**config.mk**
```make
export PLATFORM = sky130hd
export DESIGN_NAME = flux_peak_shift_postcomp_flat
export DESIGN_NICKNAME = d
export VERILOG_FILES = /design/src/rtl/core/fpsp_pkg.sv /design/src/rtl/core/fpsp_in_if.sv /design/src/rtl/core/fpsp_out_if.sv /design/src/rtl/core/fpsp_front.sv /design/src/rtl/core/fpsp_fifo.sv /design/src/rtl/core/fpsp_back.sv /design/src/rtl/core/flux_peak_shift_postcomp.sv /design/src/flat_wrapper.sv
export SDC_FILE = /design/constraint.sdc
export NUM_CORES = 2
export LEC_CHECK = 0
export ABC_CLOCK_PERIOD_IN_PS = 103000
export BUFFER_PORTS_ARGS = -buffer_cell sky130_fd_sc_hd__buf_2
export CAP_MARGIN = 40
export CORE_ASPECT_RATIO = 0.8
export CORE_MARGIN = 4
export CORE_UTILIZATION = 45
export CTS_CLUSTER_SIZE = 12
export DETAILED_ROUTE_END_ITERATION = 16
export PLACE_DENSITY = 0.72
export SETUP_SLACK_MARGIN = 0.2
export SYNTH_ARGS = -nofsm -noshare
export SYNTH_HDL_FRONTEND = slang
export SYNTH_SLANG_ARGS = --single-unit
```
**constraint.sdc**
```tcl
create_clock -name i_clk -period 103 [get_ports i_clk]
set_input_delay 10.3 -clock i_clk [delete_from_list [all_inputs] [get_ports i_clk]]
set_output_delay 10.3 -clock i_clk [all_outputs]
set_load 0.01 [all_outputs]
```
**src/rtl/core/fpsp_pkg.sv**
```systemverilog
`timescale 1ns / 1ps

package fpsp_pkg;

    localparam int IN_W        = 32;
    localparam int OUT_W       = 32;
    localparam int THR_W       = 16;
    localparam int QUEUE_DEPTH = 4;

    // divide by three, sixteen bits per step
    localparam int CHUNK_W    = 16;
    localparam int RECIP_W    = 19;
    localparam int DIV3_SHIFT = 20;
    localparam logic [RECIP_W-1:0] DIV3_RECIP = 19'd349526;

    typedef enum logic [1:0] {
        K_NONE,
        K_PASS,
        K_CORR
    } t_kind;

    typedef enum logic [1:0] {
        S_EMPTY,
        S_ONE,
        S_TWO
    } t_seen;

    typedef struct packed {
        t_kind kind;
        logic  last;
    } t_ctl;

endpackage

```
**src/rtl/core/fpsp_in_if.sv**
```systemverilog
`timescale 1ns / 1ps

interface fpsp_in_if;
    logic                     valid;
    logic                     ready;
    logic [fpsp_pkg::IN_W-1:0] time_req;
    logic                     last;

    modport source (output valid, output time_req, output last, input ready);
    modport sink (input valid, input time_req, input last, output ready);
endinterface

```
**src/rtl/core/fpsp_out_if.sv**
```systemverilog
`timescale 1ns / 1ps

interface fpsp_out_if;
    logic                      valid;
    logic                      ready;
    logic [fpsp_pkg::OUT_W-1:0] time_res;
    logic                      last_res;

    modport source (output valid, output time_res, output last_res, input ready);
    modport sink (input valid, input time_res, input last_res, output ready);
endinterface

```
**src/rtl/core/fpsp_front.sv**
```systemverilog
`timescale 1ns / 1ps

module fpsp_front #(
    parameter int TIME_WIDTH = 32
) (
    input  logic                       i_clk,
    input  logic                       i_rst_n,
    input  logic                       i_valid,
    output logic                       o_ready,
    input  logic [fpsp_pkg::IN_W-1:0]  i_time_req,
    input  logic                       i_last,
    input  logic                       i_full,
    output logic                       o_push,
    output fpsp_pkg::t_ctl             o_ctl,
    output logic [TIME_WIDTH-1:0]      o_t1,
    output logic [TIME_WIDTH-1:0]      o_t2,
    output logic [TIME_WIDTH-1:0]      o_g01,
    output logic [TIME_WIDTH-1:0]      o_g12
);
    import fpsp_pkg::*;

    t_seen                 r_seen;
    t_seen                 n_seen;
    logic [TIME_WIDTH-1:0] r_newer;
    logic [TIME_WIDTH-1:0] r_gap;
    logic [TIME_WIDTH-1:0] c_t;
    logic [TIME_WIDTH-1:0] c_gap;
    logic                  c_acc;

    assign o_ready = !i_full;
    assign c_acc   = i_valid && !i_full;
    assign c_t     = TIME_WIDTH'(i_time_req);
    assign c_gap   = c_t - r_newer;

    always_comb begin
        n_seen = r_seen;
        if (c_acc) begin
            unique case (r_seen)
                S_EMPTY: begin
                    n_seen = i_last ? S_EMPTY : S_ONE;
                end
                S_ONE, S_TWO: begin
                    n_seen = i_last ? S_EMPTY : S_TWO;
                end
                default: begin
                    n_seen = S_EMPTY;
                end
            endcase
        end
    end

    always_comb begin
        o_push     = c_acc && ((r_seen != S_EMPTY) || i_last);
        o_ctl.last = i_last;
        unique case (r_seen)
            S_ONE: begin
                o_ctl.kind = K_PASS;
            end
            S_TWO: begin
                o_ctl.kind = K_CORR;
            end
            default: begin
                o_ctl.kind = K_NONE;
            end
        endcase
        o_t1  = r_newer;
        o_t2  = c_t;
        o_g01 = r_gap;
        o_g12 = c_gap;
    end

    always_ff @(posedge i_clk) begin
        if (!i_rst_n) begin
            r_seen <= S_EMPTY;
        end else begin
            r_seen <= n_seen;
        end
    end

    always_ff @(posedge i_clk) begin
        if (c_acc) begin
            r_newer <= c_t;
            r_gap   <= c_gap;
        end
    end

endmodule

```
**src/rtl/core/fpsp_fifo.sv**
```systemverilog
`timescale 1ns / 1ps

module fpsp_fifo #(
    parameter int WIDTH = 8,
    parameter int DEPTH = 4
) (
    input  logic             i_clk,
    input  logic             i_rst_n,
    input  logic             i_push,
    input  logic [WIDTH-1:0] i_data,
    input  logic             i_pop,
    output logic [WIDTH-1:0] o_data,
    output logic             o_empty,
    output logic             o_full
);
    localparam int AW = $clog2(DEPTH);

    logic [WIDTH-1:0] r_mem [DEPTH];
    logic [AW-1:0]    r_wr;
    logic [AW-1:0]    r_rd;
    logic [AW:0]      r_count;

    assign o_data  = r_mem[r_rd];
    assign o_empty = (r_count == '0);
    assign o_full  = (r_count == (AW+1)'(DEPTH));

    always_ff @(posedge i_clk) begin
        if (!i_rst_n) begin
            r_wr    <= '0;
            r_rd    <= '0;
            r_count <= '0;
        end else begin
            if (i_push) begin
                r_wr <= r_wr + AW'(1);
            end
            if (i_pop) begin
                r_rd <= r_rd + AW'(1);
            end
            r_count <= r_count + (AW+1)'(i_push) - (AW+1)'(i_pop);
        end
    end

    always_ff @(posedge i_clk) begin
        if (i_push) begin
            r_mem[r_wr] <= i_data;
        end
    end

`ifndef SYNTH
    a_no_overflow: assert property (@(posedge i_clk) disable iff (!i_rst_n)
        i_push |-> !o_full || i_pop)
        else $error("push into full queue");

    a_no_underflow: assert property (@(posedge i_clk) disable iff (!i_rst_n)
        i_pop |-> !o_empty)
        else $error("pop from empty queue");

    a_count_up: assert property (@(posedge i_clk) disable iff (!i_rst_n)
        (i_push && !i_pop) |=> r_count == $past(r_count) + (AW+1)'(1))
        else $error("queue count did not follow push");
`endif

endmodule

```
**src/rtl/core/fpsp_back.sv**
```systemverilog
`timescale 1ns / 1ps

module fpsp_back #(
    parameter int TIME_WIDTH = 32
) (
    input  logic                                          i_clk,
    input  logic                                          i_rst_n,
    input  logic                                          i_cfg_we,
    input  logic [fpsp_pkg::THR_W-1:0]                    i_cfg_wdata,
    input  logic [$bits(fpsp_pkg::t_ctl)+4*TIME_WIDTH-1:0] i_data,
    input  logic                                          i_empty,
    output logic                                          o_pop,
    output logic                                          o_valid,
    input  logic                                          i_ready,
    output logic [fpsp_pkg::OUT_W-1:0]                    o_time_res,
    output logic                                          o_last_res
);
    import fpsp_pkg::*;

    localparam int TW   = TIME_WIDTH;
    localparam int DW   = TW + 1;
    localparam int WW   = TW + 4;
    localparam int VW   = TW + 2;
    localparam int SW   = TW + 1;
    localparam int XW   = CHUNK_W + 2;
    localparam int PRW  = XW + RECIP_W;
    localparam int N_CH = (VW + CHUNK_W - 1) / CHUNK_W;
    localparam int PW   = N_CH * CHUNK_W;
    localparam int DV0  = 4;
    localparam int NS   = DV0 + N_CH + 1;
    localparam int LAST = NS - 1;

    typedef struct packed {
        t_ctl          ctl;
        logic          sgn;
        logic [TW-1:0] t1;
        logic [TW-1:0] t2;
        logic [TW-1:0] lo;
        logic [TW-1:0] hi;
    } t_carry;

    // queue entry
    t_ctl          e_ctl;
    logic [TW-1:0] e_t1;
    logic [TW-1:0] e_t2;
    logic [TW-1:0] e_g01;
    logic [TW-1:0] e_g12;

    logic          c_adv;
    logic          c_fin;
    logic [TW-1:0] c_neg01;
    logic [TW-1:0] c_neg12;
    logic [TW-1:0] c_g12p;
    logic [TW-1:0] c_m01;
    logic [TW-1:0] c_m12;
    logic [TW-1:0] c_lo;
    logic [TW-1:0] c_hi;
    logic [DW-1:0] c_thr;
    logic [DW-1:0] c_d1;
    logic [DW-1:0] c_d2;
    logic          c_sgn;
    logic [DW-1:0] c_m;
    logic [WW-1:0] c_w;
    logic [WW-1:0] c_w5;
    logic [VW-1:0] c_v;

    logic [PW-1:0]      c_vin  [N_CH];
    logic [PW-1:0]      c_qin  [N_CH];
    logic [1:0]         c_rin  [N_CH];
    logic [XW-1:0]      c_x    [N_CH];
    logic [PRW-1:0]     c_prod [N_CH];
    logic [CHUNK_W-1:0] c_qd   [N_CH];
    logic [XW-1:0]      c_rx   [N_CH];
    logic [PW-1:0]      c_qout [N_CH];

    logic [SW-1:0]        c_q;
    logic [SW-1:0]        c_s;
    logic signed [SW-1:0] c_ss;
    logic signed [SW-1:0] c_lo_x;
    logic signed [SW-1:0] c_hi_x;
    logic                 c_blo;
    logic                 c_bhi;
    logic                 c_inv;
    logic [TW-1:0]        c_sum_s;
    logic [TW-1:0]        c_sum_lo;
    logic [TW-1:0]        c_sum_hi;
    logic [TW-1:0]        c_res;

    logic [THR_W-1:0] r_thr;
    logic             r_vld [NS];
    t_carry           r_cr  [NS];
    logic             r_n01;
    logic             r_n12;
    logic [TW-1:0]    r_m01;
    logic [TW-1:0]    r_m12;
    logic [DW-1:0]    r_d1;
    logic [DW-1:0]    r_d2;
    logic [DW-1:0]    r_m;
    logic [VW-1:0]    r_v;
    logic [PW-1:0]    r_dv [N_CH];
    logic [PW-1:0]    r_dq [N_CH];
    logic [1:0]       r_dr [N_CH];
    logic [SW-1:0]    r_s;

    logic                r_e_valid;
    logic                r_phase;
    t_ctl                r_e_ctl;
    logic [OUT_W-1:0]    r_e_res;
    logic [OUT_W-1:0]    r_e_t2;

    assign {e_ctl, e_t1, e_t2, e_g01, e_g12} = i_data;

    // gap magnitudes and clamp bounds
    always_comb begin
        c_neg01 = ~e_g01 + TW'(1);
        c_neg12 = ~e_g12 + TW'(1);
        c_g12p  = e_g12 + TW'(1);
        c_m01   = e_g01[TW-1] ? c_neg01 : e_g01;
        c_m12   = e_g12[TW-1] ? c_neg12 : e_g12;
        c_lo    = e_g01[TW-1] ? {1'b0, c_neg01[TW-1:1]}
                              : ~{1'b0, e_g01[TW-1:1]} + TW'(1);
        c_hi    = e_g12[TW-1] ? {c_g12p[TW-1], c_g12p[TW-1:1]}
                              : {1'b0, e_g12[TW-1:1]};
    end

    // push amounts
    always_comb begin
        c_thr = DW'(r_thr);
        if (r_n01) begin
            c_d1 = c_thr + DW'(r_m01);
        end else begin
            c_d1 = (c_thr > DW'(r_m01)) ? c_thr - DW'(r_m01) : '0;
        end
        if (r_n12) begin
            c_d2 = c_thr + DW'(r_m12);
        end else begin
            c_d2 = (c_thr > DW'(r_m12)) ? c_thr - DW'(r_m12) : '0;
        end
    end

    // |d2 - d1| and five quarters of it
    always_comb begin
        c_sgn = r_d2 < r_d1;
        c_m   = c_sgn ? r_d1 - r_d2 : r_d2 - r_d1;
        c_w   = WW'(r_m);
        c_w5  = c_w + (c_w << 2);
        c_v   = c_w5[WW-1:2];
    end

    // divide by three, msb chunk first
    for (genvar k = 0; k < N_CH; k++) begin : g_div
        if (k == 0) begin : g_first
            assign c_vin[k] = PW'(r_v);
            assign c_qin[k] = '0;
            assign c_rin[k] = 2'b00;
        end else begin : g_next
            assign c_vin[k] = r_dv[k-1];
            assign c_qin[k] = r_dq[k-1];
            assign c_rin[k] = r_dr[k-1];
        end
        assign c_x[k]    = {c_rin[k], c_vin[k][PW-1-CHUNK_W*k -: CHUNK_W]};
        assign c_prod[k] = PRW'(c_x[k]) * PRW'(DIV3_RECIP);
        assign c_qd[k]   = c_prod[k][DIV3_SHIFT +: CHUNK_W];
        assign c_rx[k]   = c_x[k] - (XW'({c_qd[k], 1'b0}) + XW'(c_qd[k]));
        assign c_qout[k] = c_qin[k] | (PW'(c_qd[k]) << (PW - CHUNK_W * (k + 1)));
    end

    // signed shift
    always_comb begin
        c_q = SW'(r_dq[N_CH-1][TW-1:0]);
        c_s = r_cr[DV0+N_CH-1].sgn ? ~c_q + SW'(1) : c_q;
    end

    // clamp and apply
    always_comb begin
        c_ss     = $signed(r_s);
        c_lo_x   = SW'($signed(r_cr[LAST].lo));
        c_hi_x   = SW'($signed(r_cr[LAST].hi));
        c_blo    = c_ss < c_lo_x;
        c_bhi    = c_ss > c_hi_x;
        c_inv    = c_lo_x > c_hi_x;
        c_sum_s  = r_cr[LAST].t1 + r_s[TW-1:0];
        c_sum_lo = r_cr[LAST].t1 + r_cr[LAST].lo;
        c_sum_hi = r_cr[LAST].t1 + r_cr[LAST].hi;
        case (r_cr[LAST].ctl.kind)
            K_CORR: begin
                if (c_blo) begin
                    c_res = c_inv ? c_sum_hi : c_sum_lo;
                end else begin
                    c_res = c_bhi ? c_sum_hi : c_sum_s;
                end
            end
            default: begin
                c_res = r_cr[LAST].t1;
            end
        endcase
    end

    assign c_fin = (r_e_ctl.kind == K_NONE) || r_phase || !r_e_ctl.last;
    assign c_adv = !r_e_valid || (i_ready && c_fin);
    assign o_pop = c_adv && !i_empty;

    assign o_valid    = r_e_valid;
    assign o_last_res = (r_e_ctl.kind == K_NONE) || r_phase;
    assign o_time_res = o_last_res ? r_e_t2 : r_e_res;

    always_ff @(posedge i_clk) begin
        if (!i_rst_n) begin
            r_thr     <= '0;
            r_e_valid <= 1'b0;
            r_phase   <= 1'b0;
            for (int i = 0; i < NS; i++) begin
                r_vld[i] <= 1'b0;
            end
        end else begin
            if (i_cfg_we) begin
                r_thr <= i_cfg_wdata;
            end
            if (c_adv) begin
                r_vld[0] <= !i_empty;
                for (int i = 1; i < NS; i++) begin
                    r_vld[i] <= r_vld[i-1];
                end
                r_e_valid <= r_vld[LAST];
                r_phase   <= 1'b0;
            end else if (i_ready) begin
                r_phase <= 1'b1;
            end
        end
    end

    always_ff @(posedge i_clk) begin
        if (c_adv) begin
            r_cr[0] <= '{ctl: e_ctl, sgn: 1'b0, t1: e_t1, t2: e_t2, lo: c_lo, hi: c_hi};
            for (int i = 1; i < NS; i++) begin
                if (i == 2) begin
                    r_cr[i] <= '{ctl: r_cr[i-1].ctl, sgn: c_sgn, t1: r_cr[i-1].t1,
                                 t2: r_cr[i-1].t2, lo: r_cr[i-1].lo, hi: r_cr[i-1].hi};
                end else begin
                    r_cr[i] <= r_cr[i-1];
                end
            end
            r_n01 <= e_g01[TW-1];
            r_n12 <= e_g12[TW-1];
            r_m01 <= c_m01;
            r_m12 <= c_m12;
            r_d1  <= c_d1;
            r_d2  <= c_d2;
            r_m   <= c_m;
            r_v   <= c_v;
            for (int k = 0; k < N_CH; k++) begin
                r_dv[k] <= c_vin[k];
                r_dq[k] <= c_qout[k];
                r_dr[k] <= c_rx[k][1:0];
            end
            r_s     <= c_s;
            r_e_ctl <= r_cr[LAST].ctl;
            r_e_res <= OUT_W'(c_res);
            r_e_t2  <= OUT_W'(r_cr[LAST].t2);
        end
    end

`ifndef SYNTH
    a_second_beat: assert property (@(posedge i_clk) disable iff (!i_rst_n)
        r_phase |-> r_e_valid && r_e_ctl.last && (r_e_ctl.kind != K_NONE))
        else $error("second beat without a closing item");

    a_drain: assert property (@(posedge i_clk) disable iff (!i_rst_n)
        (c_adv && r_vld[LAST]) |=> r_e_valid)
        else $error("pipeline item lost at output register");

    a_lone_last: assert property (@(posedge i_clk) disable iff (!i_rst_n)
        (r_e_valid && (r_e_ctl.kind == K_NONE)) |-> r_e_ctl.last)
        else $error("pass-only entry without track end");
`endif

endmodule

```
**src/rtl/core/flux_peak_shift_postcomp.sv**
```systemverilog
// Peak-shift post-compensation of flux transition timestamps.
// i_in carries one transition per beat (time_req, last = track end);
// o_out carries compensated transitions (time_res, last_res).
// Both channels move a beat on a clock edge with valid and ready high.
// i_cfg_we/i_cfg_wdata write the 16-bit push threshold; write it only
// while nothing is in flight.
// Each transition is released by the next one of its track and then
// passes queue, compute pipeline and output register; a track end
// also releases itself. Throughput is one input beat per cycle while
// the queue is not full; an item that closes a track of two or more
// transitions gives two output beats and holds the compute pipeline
// while the second beat goes out. The pipeline depth is set by the
// divide-by-three chain, 16 bits per stage.
// A four-entry queue sits between front and compute pipeline; when the
// receiver stalls, the pipeline holds and i_in.ready falls once the
// queue is full. Synchronous reset empties queue and pipeline, starts a
// new track and clears the threshold to zero.
`timescale 1ns / 1ps

module flux_peak_shift_postcomp #(
    parameter int TIME_WIDTH = 32
) (
    input  logic                        i_clk,
    input  logic                        i_rst_n,
    input  logic                        i_cfg_we,
    input  logic [fpsp_pkg::THR_W-1:0]  i_cfg_wdata,
    fpsp_in_if.sink                     i_in,
    fpsp_out_if.source                  o_out
);
    import fpsp_pkg::*;

    localparam int EW = $bits(t_ctl) + 4 * TIME_WIDTH;

    logic                  c_full;
    logic                  c_empty;
    logic                  c_push;
    logic                  c_pop;
    t_ctl                  c_ctl;
    logic [TIME_WIDTH-1:0] c_t1;
    logic [TIME_WIDTH-1:0] c_t2;
    logic [TIME_WIDTH-1:0] c_g01;
    logic [TIME_WIDTH-1:0] c_g12;
    logic [EW-1:0]         c_wdata;
    logic [EW-1:0]         c_rdata;

    assign c_wdata = {c_ctl, c_t1, c_t2, c_g01, c_g12};

    fpsp_front #(
        .TIME_WIDTH (TIME_WIDTH)
    ) u_front (
        .i_clk      (i_clk),
        .i_rst_n    (i_rst_n),
        .i_valid    (i_in.valid),
        .o_ready    (i_in.ready),
        .i_time_req (i_in.time_req),
        .i_last     (i_in.last),
        .i_full     (c_full),
        .o_push     (c_push),
        .o_ctl      (c_ctl),
        .o_t1       (c_t1),
        .o_t2       (c_t2),
        .o_g01      (c_g01),
        .o_g12      (c_g12)
    );

    fpsp_fifo #(
        .WIDTH (EW),
        .DEPTH (QUEUE_DEPTH)
    ) u_fifo (
        .i_clk   (i_clk),
        .i_rst_n (i_rst_n),
        .i_push  (c_push),
        .i_data  (c_wdata),
        .i_pop   (c_pop),
        .o_data  (c_rdata),
        .o_empty (c_empty),
        .o_full  (c_full)
    );

    fpsp_back #(
        .TIME_WIDTH (TIME_WIDTH)
    ) u_back (
        .i_clk       (i_clk),
        .i_rst_n     (i_rst_n),
        .i_cfg_we    (i_cfg_we),
        .i_cfg_wdata (i_cfg_wdata),
        .i_data      (c_rdata),
        .i_empty     (c_empty),
        .o_pop       (c_pop),
        .o_valid     (o_out.valid),
        .i_ready     (o_out.ready),
        .o_time_res  (o_out.time_res),
        .o_last_res  (o_out.last_res)
    );

endmodule

```
**src/flat_wrapper.sv**
```systemverilog
// flat-port wrapper written by rule: the top's interface ports become plain ports
module flux_peak_shift_postcomp_flat import fpsp_pkg::*;
#(
    parameter int TIME_WIDTH = 32
)
  (i_clk, i_rst_n, i_cfg_we, i_cfg_wdata, i_in_valid, i_in_time_req, i_in_last, i_in_ready, o_out_valid, o_out_time_res, o_out_last_res, o_out_ready);
  fpsp_in_if i_in_i ();
  fpsp_out_if o_out_i ();
  input  logic i_clk;
  input  logic i_rst_n;
  input  logic i_cfg_we;
  input  logic [fpsp_pkg::THR_W-1:0] i_cfg_wdata;
  input wire logic [$bits(i_in_i.valid)-1:0] i_in_valid;
  input wire logic [$bits(i_in_i.time_req)-1:0] i_in_time_req;
  input wire logic [$bits(i_in_i.last)-1:0] i_in_last;
  output wire logic [$bits(i_in_i.ready)-1:0] i_in_ready;
  output wire logic [$bits(o_out_i.valid)-1:0] o_out_valid;
  output wire logic [$bits(o_out_i.time_res)-1:0] o_out_time_res;
  output wire logic [$bits(o_out_i.last_res)-1:0] o_out_last_res;
  input wire logic [$bits(o_out_i.ready)-1:0] o_out_ready;
  assign i_in_i.valid = i_in_valid;
  assign i_in_i.time_req = i_in_time_req;
  assign i_in_i.last = i_in_last;
  assign i_in_ready = i_in_i.ready;
  assign o_out_valid = o_out_i.valid;
  assign o_out_time_res = o_out_i.time_res;
  assign o_out_last_res = o_out_i.last_res;
  assign o_out_i.ready = o_out_ready;
  flux_peak_shift_postcomp #(.TIME_WIDTH(TIME_WIDTH)) u_core (.i_clk(i_clk), .i_rst_n(i_rst_n), .i_cfg_we(i_cfg_we), .i_cfg_wdata(i_cfg_wdata), .i_in(i_in_i), .o_out(o_out_i));
endmodule
```
After elaboration in Yosys (flattened, before gate mapping)
Memory sizes are Yosys's and may differ from the RTL's. A register that Yosys moved wholly into a read port is not among the register bits.
Index checks and enable logic that the tools add are counted.
W data, S select, Z words.

storage, ports and cells
  flip-flop bits (word level) = 389
  RAM bits = 1882
  input port bits = 54
  output and inout port bits = 35
  word-level logic and storage cells = 139
  memories = 6

memory list
  memory               words  width  read ports  clocked after memory_dff  wr ports  line              text
  u_core.u_back.r_cr   8      132    8           0                         8         fpsp_back.sv:91   t_carry r_cr [NS];
  u_core.u_fifo.r_mem  4      131    1           1                         1         fpsp_fifo.sv:18   logic [WIDTH-1:0] r_mem [DEPTH];
  u_core.u_back.r_dq   3      48     3           0                         3         fpsp_back.sv:101  logic [PW-1:0] r_dq [N_CH];
  u_core.u_back.r_dv   3      48     2           0                         3         fpsp_back.sv:100  logic [PW-1:0] r_dv [N_CH];
  u_core.u_back.r_vld  8      1      8           1                         8         fpsp_back.sv:90   logic r_vld [NS];
  u_core.u_back.r_dr   3      2      2           0                         3         fpsp_back.sv:102  logic [1:0] r_dr [N_CH];

cells by class
  add/sub/neg operators = 26
  multipliers = 3
  order comparisons = 6
  eq/ne operators = 4
  muxes and demuxes = 36
  bitwise gates (word level) = 15
  reduce and logical (&&, ||, !) cells = 19

operators with widths
  cell                      number
  $mux W32                  8
  $mux W33                  5
  $add A32 B1 Y32 const B   4
  $add A32 B32 Y32          3
  $mul A18 B18 Y35 const B  2
  $add A16 B32 Y33          2
  $sub A16 B32 Y33          2
  $sub A33 B33 Y33          2
  $gt A16 B32 Y1            2
  $not A32 Y32              2
  $mux W31                  2
  $or A48 B16 Y48           1
  $or A48 B32 Y48           1
  $add A33 B35 Y36          1
  $add A33 B1 Y33 const B   1
  $gt A33 B32 Y1            1
  $lt A33 B32 Y1            1
  $lt A33 B33 Y1            1
  $not A32 Y33              1
  $gt A32 B32 Y1            1
  $not A31 Y32              1
  $sub A32 B32 Y32          1
  $mul A2 B18 Y20 const B   1
  $mux W1                   16
  20 further kinds          47

Depth between registers and ports, before layout
  word-level depth = 9
  depth in mapped cells = 23
  gate-level depth less buffers = 23

Modules after synthesis
Synthesis repeated with hierarchy kept, for this count alone.

unflattened totals
  cell total of the unflattened synthesis = 7003
  area, all modules = 100318.7 µm²

modules (own cells, without submodules)
  module      instances  cells an instance  area each (µm²)  seq. area each (µm²)
  fpsp_back   1          5877               76727.3          43852.1
  fpsp_fifo   1          728                19344.8          15915.3
  fpsp_front  1          398                4246.6           1961.9

Worst setup path after synthesis
OpenSTA, ideal clock, no wires.

  path kind = in2reg
  start point = in o_out_ready
  end point = mem u_core.u_back.r_vld[5] (data pin)
  library setup time = 0.305 ns
  data arrival time = 40.401 ns
  data required time = 102.695 ns
  slack = 62.294 ns
  stages = 5
  path buffers = 1
  cell sequence = o21ai_0 -> and2_1 -> clkbuf_1 -> inv_1 -> and3_1

RTL lines
  element             line                text
  start: declaration  flat_wrapper.sv:20  input wire logic [$bits(o_out_i.ready)-1:0] o_out_ready;
  end: declaration    fpsp_back.sv:90

==> key figures <==
Run status
  • Status: finished, final reports clean

STA
  • Final hold vios: 0
  • Fin. max-slew vios: 0
  • Final period util: 13.9%
  • Setup Skew: between 100 and 150 ps
  • Setup TNS: 0 ps
  • Final min period: ~14000 ps
  • Max-Slew Margin vs Limit: 24.3%
  • Fmax: between 70 and 80 MHz
  • Tightest Pin Transition: 1140 ps
  • Endpoints failing setup: 0
  • RSZ-0062 raised after global routing: false

Logic synthesis
  • Leading area contributor after synthesis: edfxtp_1
  • Post-Syn Instances: roughly 6800
  • Syn_nets: 7785
  • Post-synth top cells: 2033 x edfxtp_1, 763 x inv_1, 709 x ha_1
  • Main synth FF type: edfxtp_1
  • Post-synthesis sequential area ratio: a little over three fifths
  • Netlist cell types: 92
  • Synthesized area: just under 0.1 mm^2
  • Count leader, synth: edfxtp_1
  • Post-synth EDFFs: about 2000
  • Synth Register Bits: about 2100
  • Synth area leaders: edfxtp_1 62%, ha_1 9.0%, fa_1 4.6%
  • YS warnings: 0
  • Async S/R FF share, synth: 0%
  • Share of the synthesized area in the top cell type: between 60% and 70%
  • Synthesized area per cell: 14.5 um^2

Global routing
  • First-pass GRT wire length: around 330 mm
  • Grt peak-use layer: met2
  • Pin count of the biggest net entering global routing: 211
  • Vias in the first global route: between 50000 and 60000
  • GR Util met1: about 29%
  • Grt met3 use: 2.81%
  • Initial antenna violation count: 18
  • Total track usage: a little under a fifth
  • Met2 usage: between 20% and 30%
  • Gr ovfl total: 0

Placement
  • DP Cell Count: ~9700
  • Placed Area: 0.103 mm^2
  • Buffers added on ports: 88
  • Hpwl dp: about 160 mm
  • Gpl congestion: between 0.9 and 1

Clock network
  • Post-CTS Resized: 0
  • TritonCTS Sinks: 2067
  • Clk buf depth: 4
  • CTS root buf: clkbuf_16
  • CTS tree: built
  • CTS clock-pin slew for the worst setup and hold paths: 60 ps
  • H-tree depth: 4
  • Hold_buf cts: 0
  • CTS Buf Count: between 200 and 250
  • Setup repair bufs after CTS: 0
  • Worst-skew pair later-pin latency: about 870 ps

Worst setup path
  • Crit path required time: 103470 ps
  • WP data arrival: about 15000 ps
  • Critical path buffers and inverters: 8
  • CP max-delay cell: buf_12
  • Worst Setup Start Kind: primary input
  • Cells along the critical path: buf_2, o21ai_0, and2_1, inv_8, buf_12, buf_4, buf_4, buf_16, buf_4, buf_16
  • Most frequent CP cell: buf_4
  • Crit end category: flip-flop
  • Kind of critical path: in -> reg
  • CP max stage delay: about 700 ps
  • Largest delay share family, worst path: buffers and inverters
  • Max Fanout on Critical Path: 210

Final layout
  • Share of cells above drive strength 1: between 8 and 9%
  • Final-stage net count: ~8000
  • Cell area after layout: around 0.11 mm^2
  • P&R area growth vs syn: 10.1%
  • Final Non-Filler Cells: 9978

Detailed routing
  • Vias: around 55000
  • ANT nets after route: 0
  • Initial DRC count: approximately 5400
  • Detailed-route DRC error count: 0
  • Wire length per cell: 22.1 um
  • First-pass detailed-route iteration total: 6
  • Vias/cell: approximately 5.5
  • WL final: 220 mm

Floorplan
  • # rows: between 150 and 200
  • I/O pin cnt: ~90
  • Initial Utilization: between 40 and 50%
  • Die H: roughly 430 um
  • Die width: around 530 um
  • Core area: ~0.22 mm^2
  • DIE AREA: ~0.23 mm^2

Min path
  • Hold Crit Class: reg -> reg

Run
  • Number of max-cap violations: 0
-- per-layer routing --
layer / share of wire, % / wire [um]
met2: 45 / 99700
met5: 0.017 / 37
met1: 46 / 101000
met3: 6.4 / 14200
met4: 2.4 / 5300
-- final cells by class --
type / instances / area, um^2
clock inverters: 44 / 325
multi-input cells: 3828 / 33700
well taps: 2867 / 3590
repair buffers: 153 / 1250
fillers: 17800 / 109000
diodes: 1 / 2.50
flip-flops and latches: 2067 / 61700
clock buffers: 254 / 5450
inverters: 764 / 2880
-- state kept, by name, summed over array words and instances (netlist names), 2 cells and up, named ones only --
| register | cells |
|---|---|
| u_core.u_back.r_vld | 8 |
| u_core.u_back.r_d1 | 33 |
| u_core.u_fifo.r_wr | 2 |
| u_core.u_fifo.r_mem | 524 |
| u_core.u_back.c_ss | 33 |
| u_core.u_back.r_e_t2 | 32 |
| u_core.u_back.r_dr | 4 |
| u_core.u_back.r_v | 34 |
| u_core.u_back.r_m12 | 31 |
| u_core.u_front.r_seen | 2 |
| u_core.u_back.r_m01 | 32 |
| u_core.u_back.r_thr | 16 |
| u_core.u_back.r_dv | 48 |
| u_core.u_back.r_e_ctl | 3 |
| u_core.u_front.o_g01 | 32 |
| u_core.u_back.r_d2 | 33 |
| u_core.u_fifo.r_count | 3 |
| u_core.u_back.r_m | 33 |
| u_core.u_fifo.r_rd | 2 |
| u_core.u_back.r_e_res | 32 |
| u_core.u_back.r_cr | 1044 |
| u_core.u_front.o_t1 | 32 |
| u_core.u_back.r_dq | 48 |
-- kinds of logic after synthesis --
group / synth area share, %
compound gates: 7.46
xor+xnor: 3.38
fa+ha+maj: 13.5
buf+inv: 3.55
flops: 62.4
mux: 3.98
simple gates: 5.64
-- path summary, 6_finish.rpt --
path	end	startpoint	slack (ps)	cells after the start
max	u_core.u_back.r_cr[1][327]	o_out_ready	88720	10
min	u_core.u_back.r_cr[0][415]	u_core.u_back.r_cr[0][283]	370	0
max reg2reg	u_core.u_back.r_dq[0][111]	u_core.u_back.r_dv[0][49]	95990	23
min reg2reg	u_core.u_back.r_cr[0][415]	u_core.u_back.r_cr[0][283]	370	0
-- per-stage QoR --
| step | hold WS [ps] | utilization, % | setup slack (ps) |
|---|---|---|---|
| 2_1_floorplan | 400 | - | 62290 |
| 3_3_place_gp | 400 | 47.1 | 87250 |
| 3_5_place_dp | 405 | 47.3 | 87880 |
| 4_1_cts | 376 | 50.0 | 88750 |
| 5_1_grt | 398 | 50.0 | 88370 |
| 6_report | 374 | 50.0 | 88720 |
-- cell usage in the layout (no fill, tap or decap), types with 19 or more instances in the layout --
| master | count |
|---|---|
| nor2_1 | 302 |
| nor4_1 | 21 |
| o21ai_0 | 236 |
| dfxtp_1 | 32 |
| inv_1 | 761 |
| ha_1 | 709 |
| a31oi_1 | 40 |
| fa_1 | 226 |
| nand3_1 | 84 |
| xnor2_1 | 254 |
| a21o_1 | 120 |
| o21bai_1 | 63 |
| and3_1 | 47 |
| buf_4 | 45 |
| nand4_1 | 57 |
| nand2_1 | 253 |
| o31ai_1 | 30 |
| xor2_1 | 128 |
| nor2b_1 | 73 |
| mux4_2 | 118 |
| clkinv_1 | 19 |
| and2_1 | 33 |
| nand2b_1 | 48 |
| a221oi_1 | 25 |
| a21oi_1 | 380 |
| mux2i_1 | 45 |
| or3_1 | 33 |
| edfxtp_1 | 2033 |
| a211oi_1 | 45 |
| buf_2 | 88 |
| clkbuf_16 | 211 |
| o211ai_1 | 20 |
| o21a_1 | 40 |
| mux2_2 | 48 |
| nor3_1 | 85 |
| clkbuf_1 | 42 |
Power is left out: the tool's default activity adds up to more than one toggle a clock period on the data nets, which glitch-free logic cannot reach.
